===== src/hdl/pcrc_pkg.sv =====
package pcrc_pkg;

	// Request kinds carried by req_type.
	localparam logic [1:0] REQ_TICK = 2'd0;
	localparam logic [1:0] REQ_BYTE = 2'd1;
	localparam logic [1:0] REQ_SEL  = 2'd2;

	// Action codes, also used as the kind of the running busy period.
	localparam logic [2:0] ACT_NONE  = 3'd0;
	localparam logic [2:0] ACT_SHORT = 3'd1;
	localparam logic [2:0] ACT_LONG  = 3'd2;
	localparam logic [2:0] ACT_MENU  = 3'd3;
	localparam logic [2:0] ACT_DOOR  = 3'd4;

	// State of the first word seen in the startup window.
	localparam logic [1:0] MARK_UNSET = 2'd0;
	localparam logic [1:0] MARK_SET   = 2'd1;
	localparam logic [1:0] MARK_USED  = 2'd2;

	// Configuration register indexes.
	localparam logic [3:0] CFG_SHORT_COMBO  = 4'd0;
	localparam logic [3:0] CFG_LONG_COMBO   = 4'd1;
	localparam logic [3:0] CFG_DOOR_COMBO   = 4'd2;
	localparam logic [3:0] CFG_MENU_COMBO   = 4'd3;
	localparam logic [3:0] CFG_CANCEL_COMBO = 4'd4;
	localparam logic [3:0] CFG_WINDOW_MS    = 4'd5;
	localparam logic [3:0] CFG_SHORT_PULSE  = 4'd6;
	localparam logic [3:0] CFG_LONG_PULSE   = 4'd7;

	localparam logic [7:0]  HDR_TOP   = 8'h01;
	localparam logic [7:0]  HDR_READ  = 8'h42;
	localparam logic [15:0] IDLE_WORD = 16'hFFFF;
	localparam logic [15:0] DOOR_WAIT = 16'd700;

	// Byte parser phases.
	typedef enum logic [4:0] {
		PH_HDR  = 5'b00001,
		PH_CMD  = 5'b00010,
		PH_SKIP = 5'b00100,
		PH_LOW  = 5'b01000,
		PH_HIGH = 5'b10000
	} phase_t;

	typedef struct packed {
		logic [15:0] short_combo;
		logic [15:0] long_combo;
		logic [15:0] door_combo;
		logic [15:0] menu_combo;
		logic [15:0] cancel_combo;
		logic [15:0] window_ms;
		logic [15:0] short_pulse_ms;
		logic [15:0] long_pulse_ms;
	} cfg_t;

	typedef struct packed {
		logic       reset_active;
		logic       door_line;
		logic [2:0] action;
		logic       busy_res;
	} res_t;

endpackage


===== src/hdl/pcrc_cfg.sv =====
module pcrc_cfg
	import pcrc_pkg::*;
(
	input  logic        clk,
	input  logic        arst_n,
	input  logic        cfg_we,
	input  logic [3:0]  cfg_index,
	input  logic [15:0] cfg_data,
	output cfg_t        cfg
);

	cfg_t cfg_q;

	// Indexes above the last register match no arm and are dropped.
	always_ff @(posedge clk or negedge arst_n) begin
		if (!arst_n) begin
			cfg_q.short_combo    <= 16'd64758;
			cfg_q.long_combo     <= 16'd48382;
			cfg_q.door_combo     <= 16'd62718;
			cfg_q.menu_combo     <= 16'd31998;
			cfg_q.cancel_combo   <= 16'd63487;
			cfg_q.window_ms      <= 16'd3000;
			cfg_q.short_pulse_ms <= 16'd700;
			cfg_q.long_pulse_ms  <= 16'd2000;
		end else if (cfg_we) begin
			case (cfg_index)
				CFG_SHORT_COMBO:  cfg_q.short_combo    <= cfg_data;
				CFG_LONG_COMBO:   cfg_q.long_combo     <= cfg_data;
				CFG_DOOR_COMBO:   cfg_q.door_combo     <= cfg_data;
				CFG_MENU_COMBO:   cfg_q.menu_combo     <= cfg_data;
				CFG_CANCEL_COMBO: cfg_q.cancel_combo   <= cfg_data;
				CFG_WINDOW_MS:    cfg_q.window_ms      <= cfg_data;
				CFG_SHORT_PULSE:  cfg_q.short_pulse_ms <= cfg_data;
				CFG_LONG_PULSE:   cfg_q.long_pulse_ms  <= cfg_data;
				default: ;
			endcase
		end
	end

	assign cfg = cfg_q;

endmodule


===== src/hdl/pcrc_core.sv =====
module pcrc_core
	import pcrc_pkg::*;
(
	input  logic       clk,
	input  logic       arst_n,
	input  cfg_t       cfg,
	input  logic       step_en,
	input  logic [1:0] req,
	input  logic [7:0] cmd,
	input  logic [7:0] dat,
	output res_t       res
);

	phase_t      phase_q, phase_n;
	logic [7:0]  low_q, low_n;
	logic [15:0] first_word_q, first_word_n;
	logic [1:0]  first_mark_q, first_mark_n;
	logic        win_open_q, win_open_n;
	logic [15:0] win_elapsed_q, win_elapsed_n;
	logic [15:0] busy_left_q, busy_left_n;
	logic [2:0]  busy_kind_q, busy_kind_n;
	logic        door_q, door_n;
	logic [15:0] word;
	logic [2:0]  cand;
	logic [2:0]  act;

	always_comb begin
		phase_n       = phase_q;
		low_n         = low_q;
		first_word_n  = first_word_q;
		first_mark_n  = first_mark_q;
		win_open_n    = win_open_q;
		win_elapsed_n = win_elapsed_q;
		busy_left_n   = busy_left_q;
		busy_kind_n   = busy_kind_q;
		door_n        = door_q;
		word          = {dat, low_q};
		cand          = ACT_NONE;
		act           = ACT_NONE;
		case (req)
			REQ_TICK: begin
				if (win_elapsed_q != IDLE_WORD) begin
					win_elapsed_n = win_elapsed_q + 16'd1;
				end
				if (busy_kind_q != ACT_NONE) begin
					if (busy_left_q > 16'd1) begin
						busy_left_n = busy_left_q - 16'd1;
					end else begin
						busy_left_n = '0;
						// The end of a reset pulse restarts the startup window.
						if (busy_kind_q != ACT_DOOR) begin
							win_open_n    = 1'b1;
							win_elapsed_n = '0;
							first_word_n  = '0;
							first_mark_n  = MARK_UNSET;
						end
						busy_kind_n = ACT_NONE;
					end
				end
			end
			REQ_BYTE: begin
				case (phase_q)
					PH_HDR: begin
						if (cmd == HDR_TOP) begin
							phase_n = PH_CMD;
						end
					end
					PH_CMD:  phase_n = (cmd == HDR_READ) ? PH_SKIP : PH_HDR;
					PH_SKIP: phase_n = PH_LOW;
					PH_LOW: begin
						low_n   = dat;
						phase_n = PH_HIGH;
					end
					default: begin
						phase_n = PH_HDR;
						if (win_open_q) begin
							if (win_elapsed_q > cfg.window_ms) begin
								win_open_n = 1'b0;
							end else if (word != IDLE_WORD && first_mark_q == MARK_UNSET) begin
								first_word_n = word;
								first_mark_n = MARK_SET;
							end
						end
						if (word == cfg.short_combo) begin
							cand = ACT_SHORT;
						end else if (word == cfg.long_combo) begin
							cand = ACT_LONG;
						end else if (word == cfg.door_combo) begin
							cand = ACT_DOOR;
						end else if (word == cfg.menu_combo) begin
							cand = ACT_MENU;
						end else if (word == cfg.cancel_combo) begin
							// The cancel word is used up even when the block is busy.
							if (win_open_n && first_mark_n == MARK_SET &&
							    (first_word_n & cfg.cancel_combo) != 16'd0) begin
								first_mark_n = MARK_USED;
								cand         = ACT_DOOR;
							end
						end
						if (cand != ACT_NONE && busy_kind_q == ACT_NONE) begin
							act         = cand;
							busy_kind_n = cand;
							case (cand)
								ACT_SHORT: begin
									door_n      = 1'b0;
									busy_left_n = (cfg.short_pulse_ms == 16'd0) ? 16'd1 :
									              cfg.short_pulse_ms;
								end
								ACT_LONG: begin
									door_n      = 1'b0;
									busy_left_n = (cfg.long_pulse_ms == 16'd0) ? 16'd1 :
									              cfg.long_pulse_ms;
								end
								ACT_MENU: begin
									door_n      = 1'b1;
									busy_left_n = (cfg.long_pulse_ms == 16'd0) ? 16'd1 :
									              cfg.long_pulse_ms;
								end
								default: begin
									door_n      = ~door_q;
									busy_left_n = DOOR_WAIT;
								end
							endcase
						end
					end
				endcase
			end
			REQ_SEL: phase_n = PH_HDR;
			default: ;
		endcase
	end

	always_ff @(posedge clk or negedge arst_n) begin
		if (!arst_n) begin
			phase_q       <= PH_HDR;
			low_q         <= '0;
			first_word_q  <= '0;
			first_mark_q  <= MARK_UNSET;
			win_open_q    <= 1'b1;
			win_elapsed_q <= '0;
			busy_left_q   <= '0;
			busy_kind_q   <= ACT_NONE;
			door_q        <= 1'b0;
		end else if (step_en) begin
			phase_q       <= phase_n;
			low_q         <= low_n;
			first_word_q  <= first_word_n;
			first_mark_q  <= first_mark_n;
			win_open_q    <= win_open_n;
			win_elapsed_q <= win_elapsed_n;
			busy_left_q   <= busy_left_n;
			busy_kind_q   <= busy_kind_n;
			door_q        <= door_n;
		end
	end

	assign res.reset_active = (busy_kind_n == ACT_SHORT) || (busy_kind_n == ACT_LONG) ||
	                          (busy_kind_n == ACT_MENU);
	assign res.door_line    = door_n;
	assign res.action       = act;
	assign res.busy_res     = (busy_kind_n != ACT_NONE);

	a_phase_onehot: assert property (@(posedge clk) disable iff (!arst_n)
		$onehot(phase_q))
		else $error("parser phase lost its one-hot code");

	a_idle_no_count: assert property (@(posedge clk) disable iff (!arst_n)
		busy_kind_q == ACT_NONE |-> busy_left_q == 16'd0)
		else $error("busy counter running with no busy kind");

	a_busy_counts: assert property (@(posedge clk) disable iff (!arst_n)
		busy_kind_q != ACT_NONE |-> busy_left_q != 16'd0)
		else $error("busy kind set with an empty counter");

	a_action_busy: assert property (@(posedge clk) disable iff (!arst_n)
		step_en && act != ACT_NONE |=> busy_kind_q != ACT_NONE)
		else $error("started action did not make the block busy");

endmodule


===== src/hdl/pad_combo_reset_controller.sv =====
// An accepted transfer is registered in the input stage, and its result is registered in
// the output stage when that item advances, which it cannot do while a result waits on out_stall.
// Throughput: one item per cycle while no result waits on out_stall; the only loop is the core's state update.
// While a result waits on out_stall the input stage still takes one transfer, then stalls.
// Reset: arst_n clears the parser, timers, window and door state at once and loads
// the configuration registers with their default combinations and times.
module pad_combo_reset_controller
	import pcrc_pkg::*;
(
	input  logic        clk,
	input  logic        arst_n,
	input  logic        in_valid,
	output logic        in_stall,
	input  logic [1:0]  req_type,
	input  logic [7:0]  cmd_byte,
	input  logic [7:0]  dat_byte,
	output logic        out_valid,
	input  logic        out_stall,
	output logic        reset_active,
	output logic        door_line,
	output logic [2:0]  action,
	output logic        busy_res,
	input  logic        cfg_we,
	input  logic [3:0]  cfg_index,
	input  logic [15:0] cfg_data
);

	// Input stage: one registered item waiting for the state update.
	logic       valid_s1;
	logic [1:0] req_s1;
	logic [7:0] cmd_s1;
	logic [7:0] dat_s1;

	// Output stage: the registered result.
	logic out_valid_q;
	res_t res_q;

	cfg_t cfg;
	res_t res;
	logic advance;
	logic in_take;

	// The item in the input stage is processed in the cycle it moves into the
	// output register, which happens whenever that register is empty or being drained.
	assign advance  = valid_s1 && (!out_valid_q || !out_stall);

	// The input stage accepts when it is empty or is handing its item on.
	assign in_stall = valid_s1 && !advance;
	assign in_take  = in_valid && !in_stall;

	pcrc_cfg u_cfg (
		.clk       (clk),
		.arst_n    (arst_n),
		.cfg_we    (cfg_we),
		.cfg_index (cfg_index),
		.cfg_data  (cfg_data),
		.cfg       (cfg)
	);

	pcrc_core u_core (
		.clk     (clk),
		.arst_n  (arst_n),
		.cfg     (cfg),
		.step_en (advance),
		.req     (req_s1),
		.cmd     (cmd_s1),
		.dat     (dat_s1),
		.res     (res)
	);

	always_ff @(posedge clk or negedge arst_n) begin
		if (!arst_n) begin
			valid_s1 <= 1'b0;
		end else if (in_take) begin
			valid_s1 <= 1'b1;
		end else if (advance) begin
			valid_s1 <= 1'b0;
		end
	end

	always_ff @(posedge clk) begin
		if (in_take) begin
			req_s1 <= req_type;
			cmd_s1 <= cmd_byte;
			dat_s1 <= dat_byte;
		end
	end

	// A result leaves on an unstalled transfer; a new one may land in the same cycle.
	always_ff @(posedge clk or negedge arst_n) begin
		if (!arst_n) begin
			out_valid_q <= 1'b0;
		end else if (advance) begin
			out_valid_q <= 1'b1;
		end else if (!out_stall) begin
			out_valid_q <= 1'b0;
		end
	end

	always_ff @(posedge clk) begin
		if (advance) begin
			res_q <= res;
		end
	end

	assign out_valid    = out_valid_q;
	assign reset_active = res_q.reset_active;
	assign door_line    = res_q.door_line;
	assign action       = res_q.action;
	assign busy_res     = res_q.busy_res;

endmodule

===== config.mk =====
export PLATFORM = sky130hd
export DESIGN_NAME = pad_combo_reset_controller
export DESIGN_NICKNAME = d
export VERILOG_FILES = /design/src/hdl/pcrc_pkg.sv /design/src/hdl/pcrc_cfg.sv /design/src/hdl/pcrc_core.sv /design/src/hdl/pad_combo_reset_controller.sv
export SDC_FILE = /design/constraint.sdc
export NUM_CORES = 1
export LEC_CHECK = 0
export BUFFER_PORTS_ARGS = -buffer_cell sky130_fd_sc_hd__clkbuf_2
export CAP_MARGIN = 30
export CELL_PAD_IN_SITES_DETAIL_PLACEMENT = 0
export CELL_PAD_IN_SITES_GLOBAL_PLACEMENT = 1
export CORE_MARGIN = 2
export CORE_UTILIZATION = 35
export CTS_CLUSTER_DIAMETER = 200
export DETAILED_ROUTE_END_ITERATION = 10
export PLACE_DENSITY = 0.67
export SLEW_MARGIN = 0
export SYNTH_ARGS = -nofsm -noshare
export SYNTH_HDL_FRONTEND = slang
export SYNTH_HIERARCHICAL = 1
export SYNTH_SLANG_ARGS = --single-unit

===== constraint.sdc =====
create_clock -name clk -period 7.3 [get_ports clk]
set_input_delay 1.46 -clock clk [delete_from_list [all_inputs] [get_ports clk]]
set_output_delay 1.46 -clock clk [all_outputs]
set_load 0.02 [all_outputs]

==> flow_metrics.env, run 1 <==
export IMPL_status="complete, no violations"
export IMPL_yosysUniqueCellTypes=76
export IMPL_drive_above_1_share=0.3236
export IMPL_yosysSeqAreaShare=0.5087
export IMPL_startpoint_type="flip-flop"
export IMPL_track_usage=0.1811
export IMPL_gp_congestion=0.8246
export IMPL_num_vias=7689
export IMPL_r2r_start="u_cfg/cfg[39]"
export IMPL_synthFlopType="dfrtp_1"
export IMPL_die_x_um=184.2
export IMPL_start_util=0.3573
export IMPL_power_density_nw_per_um2=281.6
export IMPL_hold_viol=0
export IMPL_grt_pass1_vias=7830
export IMPL_setup_tns_ns=0
export IMPL_relSlewSlack=0.2944
export IMPL_skew_ns=0.01149
export IMPL_crit_path_start="u_cfg/cfg[39]"
export IMPL_dr_pass1_iters=5
export IMPL_fin_crit_ns=4.613
export IMPL_synth_area_leader_cell="dfrtp_1"
export IMPL_cts_tree="done"
export IMPL_nets=1068
export IMPL_maxCapViolations=0
export IMPL_synthesis_nets=1034
export IMPL_clk_pin_slew_ns=0.06
export IMPL_clock_latency_ns=0.53
export IMPL_cts_hold_buf=0
export IMPL_htreeDepth=1
export IMPL_synth_top_area_frac=0.2510
export IMPL_io_buffer_count=50
export IMPL_grt_pass1_wl_um=47090
export IMPL_cts_root_buffer="clkbuf_16"
export IMPL_cts_resized=0
export IMPL_antenna_found_initial=0
export IMPL_avgSynthCellArea_um2=11.69
export IMPL_hold_path_class="reg2reg"
export IMPL_postSynthCellCount=972
export IMPL_dp_hpwl_um=20280
export IMPL_ioPinCount=51
export IMPL_wire_per_inst_um=20.39
export IMPL_cp_arrival_ns=4.98
export IMPL_synth_warnings=6
export IMPL_die_area_um2=33920
export IMPL_drc=0
export IMPL_end_kind="flip-flop"
export IMPL_area_growth_syn_to_layout_pct=13.28
export IMPL_worstMarginPinSlew_ns=1.057
export IMPL_ir_drop_mv=0.1853
export IMPL_p_leak_nw=5.510
export IMPL_timing_final_crit_share=0.6319
export IMPL_core_area_um2=31800
export IMPL_cp_required_ns=7.67
export IMPL_synth_edf_count=24
export IMPL_hp_start="valid_s1"
export IMPL_async_flop_share=0.8919
export IMPL_antenna_left=0
export IMPL_ys_ff_latch=222
export IMPL_crit_type="reg2reg"
export IMPL_die_y_um=184.2
export IMPL_drt_iter0_markers=557
export IMPL_setup_viol=0
export IMPL_rsz0062_at_grt="false"
export IMPL_worstPathMaxFanout=16
export IMPL_vias_per_cell=5.259
export IMPL_cts_buffers=26
export IMPL_grt_max_degree=105
export IMPL_fmax_mhz=216.8
export IMPL_finalPower_mw=3.625
export IMPL_wl_um=29810
export IMPL_row_count=65
export IMPL_post_cts_buffers=0
export IMPL_syn_area_um2=11360
export IMPL_slew_viol_final=0
export IMPL_synthTopCellsByArea="dfrtp_1, dfstp_2, mux2_2"
export IMPL_clkSinkCount=222
export IMPL_cts_max_path_buffers=3
export IMPL_grt_overflow=0
[cell families (layout without fill, tap and decap cells)]
kind of cell / Yosys count / in the layout / share of synthesized area
AND/OR/NAND/NOR: 237 / 237 / 0.1156
flip-flops: 222 / 222 / 0.5087
AO/OA/AOI/OAI: 171 / 171 / 0.1066
multiplexers: 138 / 138 / 0.1365
buffers and inverters: 93 / 147 / 0.04074
XOR/XNOR: 92 / 92 / 0.07091
adder cells (fa/ha/maj): 19 / 19 / 0.02092
other: 0 / 1 / 0
[per-stage QoR]
stage	setup slack, ns	util	instance area (um2)	std cells	hold slack, ns
floorplan	3.574	-	11360	972	0.4547
global placement	2.832	0.3743	11900	1411	0.4731
detailed placement	2.720	0.3748	11920	1413	0.4817
global route	2.383	0.4047	12870	1461	0.5213
finish	2.687	0.4048	12870	1462	0.4971
CTS	2.753	0.4047	12870	1461	0.4972
[cell type report]
type                    count  area [um2]
fillers                  3073       18930
repair buffers             58       320.3
clock inverters             9       147.6
multi-input cells         657        5120
inverters                  41       153.9
diodes                      1       2.502
flip-flops and latches    222        5781
clock buffers              39       803.3
well taps                 435       544.3
[flip-flops by register name, summed over array words and instances (netlist names), 2 cells and up]
register	cells
action	3
cmd_s1	8
dat_s1	8
req_s1	2
u_cfg/cfg	128
u_core/busy_kind_q	3
u_core/busy_left_q	16
u_core/first_mark_q	2
u_core/first_word_q	16
u_core/low_q	8
u_core/phase_q	5
u_core/win_elapsed_q	16
[worst paths after layout]
check	end	slack, ns	depth (start not counted)
worst max-delay path	u_core/busy_left_q[10]	2.69	12
worst min-delay path	out_valid	0.50	1
worst max register to register	u_core/busy_left_q[10]	2.69	12
worst min register to register	out_valid	0.50	1
max in group asynchronous	u_cfg/cfg[33]	4.98	2
min in group asynchronous	out_valid	1.01	1
[cell usage after synthesis, drive strengths merged (11+ instances only)]
cell / number
a21oi: 49
a22o: 19
a22oi: 14
buf: 32
clkbuf: 20
dfrtp: 114
dfstp: 84
edfxtp: 24
ha: 19
inv: 41
mux2: 136
nand2: 40
nand4: 27
nor2: 64
nor3: 16
nor4: 25
o21ai: 11
o22ai: 12
xnor2: 41
xor2: 51
[worst max-delay path: stages, from the launching register on]
cell,delay (ns)
dfstp_2,0.53
inv_1,0.05
ha_1,0.31
nand4_1,0.18
or4_1,0.58
a21o_1,0.19
nand4b_1,0.38
a21oi_1,0.21
o211a_1,0.26
o41a_1,0.52
o211ai_4,0.47
and2_1,0.63
o22ai_1,0.14
[cell usage in the layout, fill, tap and decap left out, types with 12 or more instances in the layout]
master / synthesis / final
a22o_1: 19 / 19
a21oi_1: 49 / 49
o22ai_1: 12 / 12
nor3_1: 16 / 16
xnor2_1: 41 / 41
nand4_1: 27 / 27
a22oi_1: 14 / 14
inv_1: 41 / 41
edfxtp_1: 24 / 24
nor4_1: 25 / 25
nand2_1: 39 / 39
mux2_2: 133 / 133
clkbuf_16: 0 / 29
nor2_1: 63 / 63
xor2_1: 51 / 51
dfrtp_1: 114 / 114
ha_1: 19 / 19
dfstp_2: 84 / 84
clkbuf_2: 1 / 49
[layer usage]
| layer | global-route usage | part of all wire | vias up | wire, um |
|---|---|---|---|---|
| met5 | 0 | 0 | - | 0 |
| met4 | 0.04576 | 0.022 | 0 | 649 |
| met3 | 0.02588 | 0.041 | 38 | 1236 |
| met2 | 0.2747 | 0.43 | 172 | 12940 |
| met1 | 0.2707 | 0.50 | 3861 | 14980 |
| li1 | - | - | 3618 | - |
[report_power, final]
part / switching, mW / total (mW) / internal [mW]
sequential: 0.173 / 1.70 / 1.53
combinational: 0.241 / 0.506 / 0.265
clock: 0.521 / 1.42 / 0.899
total: 0.935 / 3.63 / 2.69
Power figures use the tool's default switching activity.
==> run 2: changes to the inputs <==
--- a/config.mk
+++ b/config.mk
@@ -5,6 +5,7 @@
 export SDC_FILE = /design/constraint.sdc
 export NUM_CORES = 1
 export LEC_CHECK = 0
+export ABC_AREA = 1
 export BUFFER_PORTS_ARGS = -buffer_cell sky130_fd_sc_hd__clkbuf_2
 export CAP_MARGIN = 30
 export CELL_PAD_IN_SITES_DETAIL_PLACEMENT = 0
@@ -13,7 +14,7 @@
 export CORE_UTILIZATION = 35
 export CTS_CLUSTER_DIAMETER = 200
 export DETAILED_ROUTE_END_ITERATION = 10
-export PLACE_DENSITY = 0.67
+export PLACE_DENSITY = 0.71
 export SLEW_MARGIN = 0
 export SYNTH_ARGS = -nofsm -noshare
 export SYNTH_HDL_FRONTEND = slang
==> constraint.sdc (replaced) <==
create_clock -name clk -period 4.26 [get_ports clk]
set_input_delay 0.852 -clock clk [delete_from_list [all_inputs] [get_ports clk]]
set_output_delay 0.852 -clock clk [all_outputs]
set_load 0.02 [all_outputs]
==> flow_metrics.env, run 2 <==
export IMPL_status="complete, no violations"
export IMPL_r2r_start="u_cfg/cfg[43]"
export IMPL_yosysSeqAreaShare=0.4666
export IMPL_synthTopCellsByArea="dfrtp_1, dfstp_2, nand2_1"
export IMPL_cts_buffers=27
export IMPL_reg2reg_to="u_core/busy_left_q[6]"
export IMPL_crit_buf_inv=2
export IMPL_drt_iter0_markers=823
export IMPL_drive_above_1_share=0.1665
export IMPL_io_buffer_count=50
export IMPL_end_kind="flip-flop"
export IMPL_die_area_um2=36920
export IMPL_slew_viol_final=0
export IMPL_synth_top_area_frac=0.2303
export IMPL_slowest_delay_ns=0.53
export IMPL_startpoint_type="flip-flop"
export IMPL_synth_warnings=6
export IMPL_ys_ff_latch=222
export IMPL_cts_hold_buf=0
export IMPL_avgSynthCellArea_um2=8.092
export IMPL_hold_viol=0
export IMPL_track_usage=0.1912
export IMPL_holdWs_ns=0.2515
export IMPL_final_cell_mix="nand2_1, inv_1, dfrtp_1"
export IMPL_clkSinkCount=222
export IMPL_worstPathMaxFanout=23
export IMPL_synthFlopType="dfrtp_1"
export IMPL_worstMarginPinSlew_ns=0.7909
export IMPL_ys_top_cells_by_count="nand2_1, inv_1, dfrtp_1"
export IMPL_power_density_nw_per_um2=527.6
export IMPL_rsz0062_at_grt="false"
export IMPL_fin_crit_ns=3.752
export IMPL_yosysMostFrequentCell="nand2_1"
export IMPL_synth_area_leader_cell="dfrtp_1"
export IMPL_gp_congestion=0.8050
export IMPL_num_vias=10190
export IMPL_row_count=68
export IMPL_async_flop_share=0.8919
export IMPL_use_met3=0.02357
export IMPL_cp_common_cell="nand2_1"
export IMPL_p_leak_nw=6.423
export IMPL_final_common_cell="nand2_1"
export IMPL_setup_tns_ns=0
export IMPL_r2r_cells=21
export IMPL_antenna_cells=0
export IMPL_fillCellCount=3614
export IMPL_htreeDepth=1
export IMPL_crit_type="reg2reg"
export IMPL_grt_overflow=0
export IMPL_cp_cell_sequence="inv_1 -> ha_1 -> nand4_1 -> nor3_1 -> nand2_1 -> nand2_1 -> nand2_2 -> nand2_2 -> nand2_1 -> nand3_1 -> nand2_1 -> nor2_1 -> nand2_1 -> o21ai_2 -> nand3_2 -> nand2_1 -> nand2_2 -> nand2_4 -> inv_2 -> o21ai_0 -> nand2_1"
export IMPL_setup_viol=0
export IMPL_hold_path_class="in2async"
export IMPL_slowest_stage="dfstp_2"
export IMPL_fmax_mhz=266.5
export IMPL_wire_per_inst_um=16.92
export IMPL_met2_usage=0.2994
export IMPL_die_x_um=192.1
export IMPL_cts_root_buffer="clkbuf_16"
export IMPL_area_growth_syn_to_layout_pct=11.75
export IMPL_vias_per_cell=5.036
export IMPL_cts_tree="done"
export IMPL_postSynthCellCount=1531
export IMPL_clk_pin_slew_ns=0.06
export IMPL_largest_reg_flops=128
export IMPL_timing_final_crit_share=0.8807
export IMPL_drc=0
export IMPL_synthesis_nets=1593
export IMPL_crit_family="simple AND/OR/NAND/NOR gates"
export IMPL_grt_pass1_wl_um=55710
export IMPL_top_usage_layer="met2"
export IMPL_cp_arrival_ns=4.18
export IMPL_grt_pass1_vias=9959
export IMPL_dp_hpwl_um=23420
export IMPL_synth_edf_count=24
export IMPL_clock_latency_ns=0.55
export IMPL_rrSetupSlack_ns=0.51
export IMPL_die_y_um=192.1
export IMPL_post_cts_buffers=0
export IMPL_cp_required_ns=4.68
export IMPL_core_area_um2=34710
export IMPL_nets=1609
export IMPL_relSlewSlack=0.4722
export IMPL_cts_resized=0
export IMPL_skew_ns=0.02298
export IMPL_grt_use_met1=0.2816
export IMPL_dr_pass1_iters=5
export IMPL_ioPinCount=51
export IMPL_antenna_found_initial=0
export IMPL_grt_max_degree=80
export IMPL_antenna_left=0
export IMPL_maxCapViolations=0
export IMPL_yosysUniqueCellTypes=55
export IMPL_start_util=0.3569
export IMPL_cts_max_path_buffers=3
export IMPL_wl_um=34220
export IMPL_ir_drop_mv=0.3086
export IMPL_syn_area_um2=12390
run 2: cell types whose count changed in the layout (fill, tap and decap cells not counted), sizes merged, moves of 15 or more:
cell | before | now
nand3 | 9 | 111
nand2 | 40 | 520
nand4 | 27 | 69
a22o | 19 | 2
nor2 | 64 | 88
mux2 | 136 | 0
xor2 | 51 | 27
o21bai | 2 | 17
inv | 41 | 140
o21ai | 11 | 70
run 2: metal layers:
layer,part of all wire,routed length [um]
met5,0,0
met4,0.021,720
met2,0.44,15160
met1,0.49,16820
met3,0.044,1521
run 2: area by class of cell:
class / instances / area, um2 / area share
sequential: 222 / 5781 / 0.4176
timing repair buffer: 66 / 391.6 / 0.02829
tap: 455 / 569.3 / 0.04112
inverter: 140 / 525.5 / 0.03796
clock inverter: 10 / 140.1 / 0.01012
clock buffer: 40 / 794.5 / 0.05739
multi-input combinational: 1090 / 5642 / 0.4075
run 2: worst max path at each step:
stage               cells after the start                 endpoint  slack (ns)           from
floorplan                              11  u_core/win_elapsed_q[9]        1.22      out_stall
global placement                       21    u_core/busy_left_q[6]        0.65  u_cfg/cfg[43]
detailed placement                     21    u_core/busy_left_q[5]        0.58  u_cfg/cfg[43]
CTS                                    21    u_core/busy_left_q[2]        0.55  u_cfg/cfg[43]
global route                           21    u_core/busy_left_q[5]        0.10  u_cfg/cfg[43]
finish                                 21    u_core/busy_left_q[6]        0.51  u_cfg/cfg[43]
run 2: cells by family after synthesis:
family / synth area share
buffers and inverters: 0.07797
DFF: 0.4666
and+or+nand+nor: 0.3071
xor gates and xnor gates: 0.05232
AOI/OAI and AO/OA: 0.07676
adders and majority gates: 0.01919
run 2: where the power goes:
group	internal, mW	leakage [nW]	switching, mW
logic	0.706	3.39	1.07
registers	2.72	2.58	0.400
clock network	1.47	0.455	0.937
run 2: stage by stage:
stage	worst slack, ns	total power [mW]	std cells	util	cell area [um2]
after floorplan	1.219	4.467	1531	-	12390
after global placement	0.6455	4.904	1973	0.3719	12910
after detailed placement	0.5827	4.917	1973	0.3719	12910
after CTS	0.5545	7.373	2023	0.3988	13840
after global routing	0.1027	7.809	2023	0.3988	13840
final	0.5082	7.304	2023	0.3988	13840
==> run 3: changes to the inputs <==
--- a/config.mk
+++ b/config.mk
@@ -5,16 +5,15 @@
 export SDC_FILE = /design/constraint.sdc
 export NUM_CORES = 1
 export LEC_CHECK = 0
-export ABC_AREA = 1
+export ABC_AREA = 0
 export BUFFER_PORTS_ARGS = -buffer_cell sky130_fd_sc_hd__clkbuf_2
-export CAP_MARGIN = 30
 export CELL_PAD_IN_SITES_DETAIL_PLACEMENT = 0
 export CELL_PAD_IN_SITES_GLOBAL_PLACEMENT = 1
 export CORE_MARGIN = 2
 export CORE_UTILIZATION = 35
 export CTS_CLUSTER_DIAMETER = 200
 export DETAILED_ROUTE_END_ITERATION = 10
-export PLACE_DENSITY = 0.71
+export PLACE_DENSITY = 0.67
 export SLEW_MARGIN = 0
 export SYNTH_ARGS = -nofsm -noshare
 export SYNTH_HDL_FRONTEND = slang
==> flow_metrics.env, run 3 (synthesis results as in run 1) <==
export IMPL_grt_pass1_vias=7883
export IMPL_num_vias=7907
export IMPL_largest_reg_flops=128
export IMPL_crit_type="reg2reg"
export IMPL_slowest_stage="or4_1"
export IMPL_end_kind="flip-flop"
export IMPL_track_usage=0.1796
export IMPL_fmax_mhz=251.2
export IMPL_die_y_um=184.2
export IMPL_setup_tns_ns=0
export IMPL_cp_arrival_ns=4.40
export IMPL_htreeDepth=1
export IMPL_ioPinCount=51
export IMPL_drive_above_1_share=0.3397
export IMPL_fin_crit_ns=3.981
export IMPL_wire_per_inst_um=19.90
export IMPL_slowest_delay_ns=0.58
export IMPL_dr_pass1_iters=8
export IMPL_timing_final_crit_share=0.9345
export IMPL_placedCellCount=1439
export IMPL_vias_per_cell=5.303
export IMPL_swShare=0.2637
export IMPL_p_leak_nw=5.592
export IMPL_antenna_found_initial=1
export IMPL_clkSinkCount=222
export IMPL_nets=1096
export IMPL_wl_um=29670
export IMPL_relSlewSlack=0.3157
export IMPL_rsz0062_at_grt="false"
export IMPL_dp_hpwl_um=20340
export IMPL_final_util=0.4085
export IMPL_die_area_um2=33920
export IMPL_startpoint_type="flip-flop"
export IMPL_power_density_nw_per_um2=460.9
export IMPL_p_seq_frac=0.479
export IMPL_grt_pass1_wl_um=46820
export IMPL_finalPower_mw=5.988
export IMPL_drt_iter0_markers=602
export IMPL_cts_root_buffer="clkbuf_16"
export IMPL_slew_viol_final=0
export IMPL_cp_cell_sequence="inv_1 -> ha_1 -> nand4_1 -> or4_1 -> a21o_1 -> and4_4 -> or4_1 -> a32o_1 -> o41ai_1 -> a21oi_1 -> nor3b_1 -> a22o_1"
export IMPL_hold_path_class="in2async"
export IMPL_clk_pin_slew_ns=0.06
export IMPL_gp_congestion=0.8367
export IMPL_p_int_mw=4.409
export IMPL_clock_latency_ns=0.53
export IMPL_cp_required_ns=4.68
export IMPL_layout_setup_ws_ns=0.2790
export IMPL_hold_viol=0
export IMPL_skew_ns=0.008540
export IMPL_cts_buffers=27
export IMPL_final_cell_mix="mux2_2, dfrtp_1, dfstp_2"
export IMPL_ir_drop_mv=0.3080
export IMPL_grt_max_degree=100
export IMPL_p_comb_frac=0.149
export IMPL_drc=0
export IMPL_worstPathMaxFanout=7
export IMPL_status="complete, no violations"
export IMPL_grt_overflow=0
export IMPL_start_util=0.3573
export IMPL_stdcell_area_um2=12990
export IMPL_setup_viol=0
export IMPL_layout_cells_non_filler=1491
export IMPL_die_x_um=184.2
export IMPL_cts_tree="done"
export IMPL_row_count=65
export IMPL_area_growth_syn_to_layout_pct=14.31
export IMPL_holdWs_ns=0.3705
export IMPL_p_sw_mw=1.579
export IMPL_maxCapViolations=0
export IMPL_cts_max_path_buffers=3
export IMPL_antenna_left=0
export IMPL_cp_common_cell="or4_1"
export IMPL_final_common_cell="mux2_2"
export IMPL_p_clk_frac=0.372
export IMPL_worstMarginPinSlew_ns=1.025
export IMPL_cts_hold_buf=0
export IMPL_place_ws_ns=0.3514
export IMPL_io_buffer_count=50
export IMPL_post_dp_cell_area_um2=12110
export IMPL_core_area_um2=31800
==> run 3: worst paths after layout <==
kind	from	end	slack, ns	cells after the start
max	u_cfg/cfg[39]	u_core/busy_kind_q[2]	0.28	12
min	arst_n	out_valid	0.37	1
max reg2reg	u_cfg/cfg[39]	u_core/busy_kind_q[2]	0.28	12
min reg2reg	valid_s1	out_valid	0.49	1
max in group asynchronous	arst_n	u_cfg/cfg[106]	2.82	2
min in group clk	valid_s1	out_valid	0.49	1
==> run 3: per-layer routing <==
metal / track usage / up-vias / part of all wire
met5: 0 / - / 0
met4: 0.04480 / 0 / 0.025
met3: 0.02351 / 50 / 0.042
met2: 0.2740 / 181 / 0.44
met1: 0.2689 / 3999 / 0.49
li1: - / 3677 / -
==> run 3: critical path: cells and delay by family, from the launching register on <==
kind	cells	cell delay [ns]
compound gates	5	1.40
simple gates	5	1.59
fa+ha+maj	1	0.30
buf+inv	1	0.04
flops	1	0.52
==> run 3: repair_timing <==
| action | CTS | global route |
|---|---|---|
| endpoints found under the hold margin | 0 | 0 |
| resized for setup | 0 | 2 |
| endpoints found under the setup margin | 0 | 24 |
| setup buffers | 0 | 1 |
==> run 3: final cells by class <==
type / instances / area [um2]
clock buffers: 37 / 743.2
diodes: 2 / 5.005
inverters: 41 / 153.9
well taps: 435 / 544.3
clock inverters: 12 / 115.1
repair buffers: 85 / 521.8
multi-input cells: 657 / 5126
flip-flops and latches: 222 / 5781
fillers: 3079 / 18810
==> run 3: power by group through the flow <==
stage                     combinational, mW  sequential (mW)  clock (mW)
after floorplan                       0.661             2.84           0
after global placement                0.885             2.90           0
after detailed placement              0.899             2.91           0
after CTS                             0.905             2.87        2.29
after global routing                  0.997             2.92        2.38
final                                 0.892             2.87        2.23
